**src/rtl/pnvm_pkg.sv**
```systemverilog
// ----------------------------------------------------------------------------
// pnvm_pkg
// Shared types and constants of the pink noise source.
// ----------------------------------------------------------------------------
package pnvm_pkg;

  // Width of one stored octave value, signed, units of 2^-24.
  localparam int unsigned DRAW_W   = 24;
  // Width of the octave sum and of the output sample.
  localparam int unsigned SUM_W    = 29;
  localparam int unsigned GAIN_W   = 16;
  localparam int unsigned SEED_W   = 32;
  localparam int unsigned COUNT_W  = 6;
  localparam int unsigned CFG_IDX_W = 2;
  // Product of the sum and the zero-extended gain.
  localparam int unsigned PROD_W   = SUM_W + GAIN_W + 1;
  localparam int unsigned SCALE_SH = 16;

  // Configuration register indexes.
  localparam logic [CFG_IDX_W-1:0] REG_OCTAVE_COUNT = 2'd0;
  localparam logic [CFG_IDX_W-1:0] REG_GAIN         = 2'd1;
  localparam logic [CFG_IDX_W-1:0] REG_DEFAULT_SEED = 2'd2;

  // Input word kinds carried on tuser.
  localparam logic ACT_GENERATE = 1'b0;
  localparam logic ACT_RESTART  = 1'b1;

  // Reset values of the registers.
  localparam logic [COUNT_W-1:0] OCTAVE_COUNT_RST = 6'd16;
  localparam logic [GAIN_W-1:0]  GAIN_RST         = 16'd819;
  localparam logic [SEED_W-1:0]  SEED_RST         = 32'd42;

  // Control of the octave store.
  typedef struct packed {
    logic we;   // write the addressed entry
    logic clr;  // clear every entry
  } store_ctrl_t;

endpackage

```
**src/rtl/pnvm_draw.sv**
```systemverilog
// ----------------------------------------------------------------------------
// pnvm_draw
// One xorshift32 step (13, 17, 5) and the centred 24-bit value it yields.
// ----------------------------------------------------------------------------
module pnvm_draw
  import pnvm_pkg::*;
(
  input  logic [SEED_W-1:0]        word_in,
  output logic [SEED_W-1:0]        word_out,
  output logic signed [DRAW_W-1:0] value
);

  logic [SEED_W-1:0] x1;
  logic [SEED_W-1:0] x2;

  assign x1       = word_in ^ (word_in << 13);
  assign x2       = x1 ^ (x1 >> 17);
  assign word_out = x2 ^ (x2 << 5);

  // Low 24 bits minus 2^23 is the same as inverting the top bit.
  assign value = signed'({~word_out[DRAW_W-1], word_out[DRAW_W-2:0]});

endmodule

```
**src/rtl/pnvm_store.sv**
```systemverilog
// ----------------------------------------------------------------------------
// pnvm_store
// Octave value store: one address shared by writes and reads, cleared as a whole.
// ----------------------------------------------------------------------------
module pnvm_store
  import pnvm_pkg::*;
#(
  parameter int unsigned DEPTH = 32,
  parameter int unsigned AW    = 5
) (
  input  logic                     clk,
  input  logic                     rst,
  input  store_ctrl_t              ctrl,
  input  logic [AW-1:0]            addr,
  input  logic signed [DRAW_W-1:0] wdata,
  output logic signed [DRAW_W-1:0] rdata
);

  logic signed [DRAW_W-1:0] entry [DEPTH];

  always_ff @(posedge clk) begin
    if (rst || ctrl.clr) begin
      for (int i = 0; i < DEPTH; i++) begin
        entry[i] <= '0;
      end
    end else if (ctrl.we) begin
      entry[addr] <= wdata;
    end
  end

  assign rdata = entry[addr];

endmodule

```
**src/rtl/pink_noise_voss_mccartney.sv**
```systemverilog
// ----------------------------------------------------------------------------
// pink_noise_voss_mccartney
// Voss-McCartney pink noise source with a shared xorshift32 draw unit.
// ----------------------------------------------------------------------------
// A generate word (tuser low) produces one signed 29-bit sample in units of
// 2^-24; a restart word (tuser high) reseeds the generator from tdata, or
// from default_seed when tdata is zero, clears every octave value and zeroes
// the sample count, and produces no sample. Once a generate word is
// accepted, the sequencer visits one octave per cycle for octave_count
// octaves (clamped to MAX_OCTAVES) through the single xorshift unit and
// the single-port octave store, then passes the sum through the gain
// multiplier and loads the output register. A restart leaves the block
// idle. The input is not ready while a sample is being
// worked out. A finished sample waits in the output register; while it is
// unread, the next sample holds in the multiplier stage, and the next word
// is taken at the earliest in the cycle after that sample has been loaded.
// Configuration may only be written while the block is idle.
// ----------------------------------------------------------------------------
module pink_noise_voss_mccartney
  import pnvm_pkg::*;
#(
  parameter int unsigned MAX_OCTAVES = 32
) (
  input  logic                 clk,
  input  logic                 rst,
  // Configuration write port.
  input  logic                 cfg_we,
  input  logic [CFG_IDX_W-1:0] cfg_index,
  input  logic [SEED_W-1:0]    cfg_data,
  // Input words.
  input  logic                 s_tvalid,
  output logic                 s_tready,
  input  logic [31:0]          s_tdata,   // [31:0] restart seed
  input  logic                 s_tuser,   // [0] action
  // Output words.
  output logic                 m_tvalid,
  input  logic                 m_tready,
  output logic [31:0]          m_tdata    // [28:0] sample, [31:29] zero
);

  localparam int unsigned AW = (MAX_OCTAVES > 1) ? $clog2(MAX_OCTAVES) : 1;

  localparam logic [1:0] ST_IDLE = 2'd0;
  localparam logic [1:0] ST_ACC  = 2'd1;
  localparam logic [1:0] ST_MUL  = 2'd2;
  localparam logic [1:0] ST_FIN  = 2'd3;

  // Configuration registers.
  logic [COUNT_W-1:0] octave_count;
  logic [GAIN_W-1:0]  gain;
  logic [SEED_W-1:0]  default_seed;

  // Generator state and sequencer.
  logic [1:0]              state;
  logic [SEED_W-1:0]       rng_word;
  logic [31:0]             sample_index;
  logic [AW-1:0]           octave;
  logic [AW-1:0]           last_octave;
  logic                    zero_run;
  logic signed [SUM_W-1:0] sum;
  logic signed [PROD_W-1:0] product;
  logic [SUM_W-1:0]        sample;
  logic                    out_valid;

  logic [COUNT_W-1:0]       eff_count;
  logic [COUNT_W-1:0]       eff_minus_one;
  logic [SEED_W-1:0]        draw_word;
  logic signed [DRAW_W-1:0] draw_value;
  logic signed [DRAW_W-1:0] stored_value;
  logic signed [DRAW_W-1:0] octave_value;
  store_ctrl_t              store_ctrl;
  logic                     accept;
  logic                     load_out;

  assign accept = s_tvalid && s_tready;
  assign s_tready = (state == ST_IDLE);
  assign m_tvalid = out_valid;
  assign m_tdata  = {{(32 - SUM_W){1'b0}}, sample};

  // The output register takes a new sample once it is empty or being read.
  assign load_out = (state == ST_FIN) && (!out_valid || m_tready);

  // Counts above the store depth behave as the full depth.
  assign eff_count     = (octave_count > COUNT_W'(MAX_OCTAVES)) ?
                         COUNT_W'(MAX_OCTAVES) : octave_count;
  assign eff_minus_one = eff_count - COUNT_W'(1);

  always_ff @(posedge clk) begin
    if (rst) begin
      octave_count <= OCTAVE_COUNT_RST;
      gain         <= GAIN_RST;
      default_seed <= SEED_RST;
    end else if (cfg_we) begin
      unique case (cfg_index)
        REG_OCTAVE_COUNT: octave_count <= cfg_data[COUNT_W-1:0];
        REG_GAIN:         gain         <= cfg_data[GAIN_W-1:0];
        REG_DEFAULT_SEED: default_seed <= cfg_data;
        default: ;
      endcase
    end
  end

  pnvm_draw u_draw (
    .word_in  (rng_word),
    .word_out (draw_word),
    .value    (draw_value)
  );

  // An octave draws afresh while the low bits of the sample count seen so
  // far are all zero; octave 0 always draws.
  assign octave_value = zero_run ? draw_value : stored_value;

  always_comb begin
    store_ctrl.we  = (state == ST_ACC) && zero_run;
    store_ctrl.clr = accept && (s_tuser == ACT_RESTART);
  end

  pnvm_store #(
    .DEPTH (MAX_OCTAVES),
    .AW    (AW)
  ) u_store (
    .clk   (clk),
    .rst   (rst),
    .ctrl  (store_ctrl),
    .addr  (octave),
    .wdata (draw_value),
    .rdata (stored_value)
  );

  always_ff @(posedge clk) begin
    if (rst) begin
      state        <= ST_IDLE;
      rng_word     <= SEED_RST;
      sample_index <= '0;
      out_valid    <= 1'b0;
      octave       <= '0;
      last_octave  <= '0;
      zero_run     <= 1'b0;
      sum          <= '0;
    end else begin
      if (load_out) begin
        out_valid <= 1'b1;
      end else if (m_tready) begin
        out_valid <= 1'b0;
      end
      unique case (state)
        ST_IDLE: begin
          if (accept) begin
            if (s_tuser == ACT_RESTART) begin
              rng_word     <= (s_tdata != '0) ? s_tdata : default_seed;
              sample_index <= '0;
            end else begin
              octave      <= '0;
              last_octave <= eff_minus_one[AW-1:0];
              zero_run    <= 1'b1;
              sum         <= '0;
              state       <= (eff_count == '0) ? ST_MUL : ST_ACC;
            end
          end
        end
        ST_ACC: begin
          if (zero_run) begin
            rng_word <= draw_word;
          end
          sum      <= sum + SUM_W'(octave_value);
          zero_run <= zero_run && !sample_index[octave];
          octave   <= octave + AW'(1);
          if (octave == last_octave) begin
            state <= ST_MUL;
          end
        end
        ST_MUL: begin
          sample_index <= sample_index + 32'd1;
          state        <= ST_FIN;
        end
        ST_FIN: begin
          if (load_out) begin
            state <= ST_IDLE;
          end
        end
        default: state <= ST_IDLE;
      endcase
    end
  end

  // Gain stage: the arithmetic shift right by 16 rounds toward minus
  // infinity, and the sample keeps the low 29 bits of the shifted product.
  always_ff @(posedge clk) begin
    if (state == ST_MUL) begin
      product <= PROD_W'(sum) * PROD_W'(signed'({1'b0, gain}));
    end
    if (load_out) begin
      sample <= product[SCALE_SH + SUM_W - 1:SCALE_SH];
    end
  end

endmodule

```
**config.mk**
```make
export PLATFORM = sky130hd
export DESIGN_NAME = pink_noise_voss_mccartney
export DESIGN_NICKNAME = d
export VERILOG_FILES = /design/src/rtl/pnvm_pkg.sv /design/src/rtl/pnvm_draw.sv /design/src/rtl/pnvm_store.sv /design/src/rtl/pink_noise_voss_mccartney.sv
export SDC_FILE = /design/constraint.sdc
export NUM_CORES = 2
export LEC_CHECK = 0
export BUFFER_PORTS_ARGS = -buffer_cell sky130_fd_sc_hd__buf_2
export CAP_MARGIN = 5
export CORE_ASPECT_RATIO = 0.6
export CORE_MARGIN = 2
export CORE_UTILIZATION = 60
export CTS_CLUSTER_SIZE = 10
export DETAILED_ROUTE_END_ITERATION = 12
export PLACE_DENSITY = 0.85
export SYNTH_ARGS = -nofsm -noshare
export SYNTH_HDL_FRONTEND = slang
export SYNTH_HIERARCHICAL = 1
export SYNTH_SLANG_ARGS = --single-unit
```
**constraint.sdc**
```tcl
create_clock -name clk -period 14.2 [get_ports clk]
set_input_delay 0.71 -clock clk [delete_from_list [all_inputs] [get_ports clk]]
set_output_delay 0.71 -clock clk [all_outputs]
set_load 0.005 [all_outputs]
```
Yosys cells after proc, flatten, opt, wreduce, memory -nomap -nowiden:

Memories as Yosys holds them, arrays and structs flattened. A register that Yosys moved wholly into a read port is not among the register bits.
Index checks and enable logic that the tools add are counted.

* add/sub/neg operators: 4
* multiply operators: 1
* div/mod/pow operators: 0
* order comparisons: 2
* eq/ne operators: 12
* shift-type cells: 0
* multiplexer cells: 39
* bitwise operators: 5
* reduce and logical (&&, ||, !) cells: 25

Operators with widths (number)
* 32-bit 2-to-1 mux: 6
* 32-bit case mux with 2 select lines: 2
* 32-bit XOR: 2
* 29-bit 2-to-1 mux: 2
* 29-bit case mux with 2 select lines: 1
* 24-bit 2-to-1 mux: 2
* 29-bit by 17-bit multiplier with 45-bit output: 1
* 32-bit by 1-bit adder with 32-bit output, second input constant: 1
* 32-bit nonzero test: 1
* 32-bit by 15-bit XOR with 32-bit output: 1
* 29-bit by 24-bit adder with 29-bit output: 1
* 5-bit 2-to-1 mux: 5
* 24-bit OR reduction: 1
* 1-bit 2-to-1 mux: 11
* 2-bit 2-to-1 mux: 5
* 5-bit case mux with 2 select lines: 1
* 3-bit AND reduction: 3
* 2-bit case mux with 4 select lines: 1
* 4-bit AND reduction: 2
* 2-bit == test, second input constant: 3
* 6-bit > comparator, second input constant: 1
* 6-bit logical NOT: 1
* 5-bit by 6-bit < comparator with 1-bit output, second input constant: 1
* 6-bit 2-to-1 mux: 1
* other kinds (15): 32

* register bits: 235
* latch bits: 0
* RAM bits: 768
* bits in read-only memories: 0
* input bits: 72
* output and inout port bits: 34
* word-level logic and storage cells: 102
* memories: 1

Memories
* u_store.entry: words 32, width 24, read ports 1, clocked after memory_dff 1, write ports 32, RTL line pnvm_store.sv:19 `logic signed [DRAW_W-1:0] entry [DEPTH];`

Longest topological paths before layout:

* depth in word-level cells: 8
* gate-level depth with buffers: 26
* gate-level depth less buffers: 24

Cells and area by module:

Netlist, hierarchy kept.

Modules (own cells, without submodules)
* pnvm_store: instances 1, cells an instance 2518, area each 35083.6 um^2, seq. area each 23062.1 um^2
* pink_noise_voss_mccartney: instances 1, cells an instance 2920, area each 26151.3 um^2, seq. area each 4964.8 um^2
* pnvm_draw: instances 1, cells an instance 82, area each 962.2 um^2, seq. area each 0.0 um^2

Worst setup path before layout:

Ideal clock, no wire load.

* path type: register to register
* from: register sum[10]
* to: register product[42] (data pin)
* library setup time: 0.262 ns
* data arrival time: 5.918 ns
* required time: 13.938 ns
* slack: 8.020 ns
* stages on the path, launching flop included: 22
* path buffers: 1
* period minus slack after synthesis: 6.180 ns
* cells stage by stage: dfxtp_1 -> clkbuf_1 -> nand2_1 -> fa_1 -> fa_1 -> fa_1 -> fa_1 -> inv_1 -> fa_1 -> inv_1 -> fa_1 -> inv_1 -> ha_1 -> a21o_1 -> a211o_1 -> a2111oi_4 -> o211a_4 -> o41ai_4 -> a21o_2 -> a221oi_4 -> o21ai_1 -> xor2_1

* longest elaborated chain between the ends: 1

Ends and longest elaborated chain
* from (decl): RTL line pink_noise_voss_mccartney.sv:60 `logic signed [SUM_W-1:0] sum;`
* from (signal assigned): RTL line pink_noise_voss_mccartney.sv:165 `sum <= sum + SUM_W'(octave_value);`
* 29-bit by 17-bit multiplier with 45-bit output: RTL line pink_noise_voss_mccartney.sv:190 `product <= PROD_W'(sum) * PROD_W'(signed'({1'b0, gain}));`
* to (signal assigned): RTL line pink_noise_voss_mccartney.sv:190
* to (decl): RTL line pink_noise_voss_mccartney.sv:61 `logic signed [PROD_W-1:0] product;`

No other way between the ends.
A chain may end at the register's enable or synchronous reset.

Worst setup path after layout:

* from: register gain[12]
* to: register product[40] (data pin)

* longest elaborated chain between the ends: 1

Ends and longest elaborated chain
* from (decl): RTL line pink_noise_voss_mccartney.sv:50 `logic [GAIN_W-1:0] gain;`
* from (signal assigned): RTL line pink_noise_voss_mccartney.sv:96 `REG_GAIN: gain <= cfg_data[GAIN_W-1:0];`
* 29-bit by 17-bit multiplier with 45-bit output: RTL line pink_noise_voss_mccartney.sv:190

No other way between the ends.

==> flow_summary.ini <==
[pwr]
p_seq_share_pct = 33.7
swShare_pct = 45.4
intPower_mw = 6.16
powerDensity_nw_per_um2 = 169
p_leak_nw = 26.8
combinationalPowerShare_pct = 43.8
fin_total_pwr_mw = 11.3
switchingPower_mw = 5.12
p_clk_share_pct = 22.5
ir_drop_v = 0.000706

[clock_tree]
post_cts_resized = 0
holdBufCountCts = 0
clockBufferDepth = 3
numCtsBuffers = 109
cts.clk_slew.worst_paths_ns = 0.06
cts.sinks = 987
cts_tree = built
htree_levels = 3
clkLatencyLatePin_ns = 0.74
post-cts-setup-buffers = 0
clk_root_buffer_cell = clkbuf_16

[sta]
post-route-period-util_pct = 51.2
maxSlewHeadroom_pct = 12.2
postLayoutSetupSlackWorst_ns = 6.93
hold_viol = 0
fin_worst_skew_ns = 0.0507
slew_viol_final = 0
max_clock_freq_mhz = 138
rsz0062_at_grt = false
finalSetupViolCount = 0
timing.final.crit_period_ns = 7.27
tightest_slew_ns = 1.32
setup_tns_ns = 0

[floorplanning]
core_area_sq_um = 103000
ios = 106
start_util_pct = 60.6
die_w_um = 420
fp-row-count = 91
die_h_um = 253
dieArea_sq_um = 106000

[global_routing]
grt_usage_pct = 32.1
antenna_found_initial = 7
grt_max_degree = 110
grt_pass1_wl_mm = 255
grt.met2_usage_pct = 44.1
grt_pass1_vias = 41848
overflow = 0
use_met1_pct = 47.0
grt.busiest_layer = met1
use_met3_pct = 12.8

[critical_path]
r2r_setup_slack_ns = 6.93
critical_path.startpoint_type = flop
critical_path_class = reg -> reg
end_kind = flop
path_max_fanout = 30
cp_slowest_cell = dfxtp_1
cpPeakStageDelay_ns = 1.16
required_ns = 14.66
crit_top_cell = fa_1
arrival_ns = 7.73
path_cells = and2_1, fa_1, fa_1, fa_1, fa_1, fa_1, inv_1, fa_1, inv_1, ha_1, nand4_1, a21oi_1, o21ai_0, o211a_4, o311ai_1, a311oi_1, o21ai_0, xor2_1

[logic_synthesis]
synth_warnings = 6
synth_cells = 5520
ys.flop_type = edfxtp_1
yosys-top-cells-count = 966 x and2_1, 826 x edfxtp_1, 537 x inv_1, 521 x nand2_1, 441 x fa_1
synthDistinctLibCells = 87
synthTopCellsByArea = edfxtp_1 40%, fa_1 14%, and2_1 9.7%, mux2i_1 6.3%, dfxtp_1 5.2%
synth_top_cell_area_share_pct = 39.9
synth_area_sq_um = 62200
yosysSeqAreaShare_pct = 45.1
syn_area_per_cell_sq_um = 11.3
synth_edf_count = 826
synth.most_common_cell = and2_1
synth-seq-cells = 987
async_reset_ff_share_pct = 0
yosysTopAreaCell = edfxtp_1

[layout]
num-nets-final = 6102
final_util_pct = 65.0
drive_above_1_share_pct = 8.55
syn2layout_area_growth_pct = 7.38

[place]
portBuffers = 102
gp_congestion = 0.953
place_ws_ns = 7.18
hpwl_mm = 113

[detailed_routing]
vias = 42649
postRouteAntennaNets = 0
wl_mm = 170
dr.pass1.iters = 7
drtIter0Drc = 5922
vias_per_cell = 6.19
post-route-drc-count = 0
wl_per_cell_um = 24.6

[status]
outcome = finished clean

[worst_hold_path]
holdCritPathClass = in -> reg

[flow_run]
drv_cap = 0
-- routing by layer --
| metal | vias to the layer above | part of all wire, % |
|---|---|---|
| li1 | 18247 | - |
| met1 | 20930 | 39 |
| met2 | 3064 | 41 |
| met3 | 402 | 17 |
| met4 | 6 | 3.1 |
| met5 | - | 0.031 |
-- through the flow --
| stage | cell area (sq um) | hold slack, ns | cells |
|---|---|---|---|
| 4_1_cts | 66800 | 0.194 | 6880 |
| 6_report | 66800 | 0.223 | 6885 |
| 2_1_floorplan | 62200 | 0.400 | 5522 |
| 3_5_place_dp | 63800 | 0.405 | 6732 |
| 5_1_grt | 66800 | 0.216 | 6880 |
| 3_3_place_gp | 63800 | 0.401 | 6732 |
-- critical path, delay by kind of cell (launching register included) --
family                   cells  cell delay [ns]
buffers and inverters        2             0.09
AO/OA/AOI/OAI                6             1.94
XOR/XNOR                     1             0.10
adder cells (fa/ha/maj)      7             3.28
AND/OR/NAND/NOR              2             0.41
flip-flops                   1             1.16
-- area by class of cell --
cell class / count / area (sq um)
Clock inverter: 8 / 160
Clock buffer: 140 / 2860
Inverter: 538 / 2020
Multi-Input combinational cell: 3594 / 30600
Fill cell: 7381 / 35900
Timing Repair Buffer: 218 / 1400
Sequential cell: 987 / 28000
Tap cell: 1395 / 1750
Antenna cell: 5 / 12.5
-- power groups by stage --
stage	Sequential (mW)	Clock, mW	Combinational [mW]
floorplan	3.74	0	2.78
global placement	3.82	0	4.51
detailed placement	3.85	0	4.67
CTS	3.79	2.54	4.69
global route	3.83	2.65	5.12
finish	3.80	2.53	4.94
-- path summary, 6_finish.rpt --
kind                     start                to  cells past startpoint
setup / recovery      gain[12]       product[40]                     18
hold / removal    cfg_data[20]  default_seed[20]                      3
setup reg to reg      gain[12]       product[40]                     18
hold reg to reg    product[22]         sample[6]                      0
-- sequential cells by signal, summed over array words and instances (netlist names), 2 cells and up --
name,cells
sum,29
sample_index,32
octave,5
sample,29
gain,16
u_store/entry,768
last_octave,5
octave_count,6
state,2
default_seed,32
rng_word,32
product,29
-- layout by cell type, fill, tap and decap left out, drive strengths merged, types with 8 or more instances in the layout --
cell,instances
nand4b,8
nand2b,19
a21o,24
edfxtp,826
or3,12
o21ai,84
ha,141
o22ai,193
and2,966
o21bai,10
and3,15
nand2,524
mux2,24
nor2b,10
a22oi,10
nor3,25
mux2i,392
nor4,57
mux4,10
xor2,60
nor2,132
a211oi,10
xnor3,11
nand3,32
inv,540
o211ai,35
fa,441
a21oi,175
nand4,17
buf,218
xnor2,75
dfxtp,161
clkbuf,140
nand3b,11
-- logic make-up (layout without fill, tap and decap cells) --
| family | after synthesis | in the layout | share of synthesized area (%) |
|---|---|---|---|
| and+or+nand+nor | 1850 | 1850 | 16.3 |
| other | 1 | 8 | 0.00603 |
| muxes | 426 | 426 | 7.11 |
| xor gates and xnor gates | 153 | 153 | 2.59 |
| DFF | 987 | 987 | 45.1 |
| AOI/OAI and AO/OA | 580 | 580 | 5.79 |
| adders and majority gates | 582 | 582 | 17.0 |
| buffers and inverters | 941 | 904 | 6.15 |
Power figures use the tool's default switching activity.
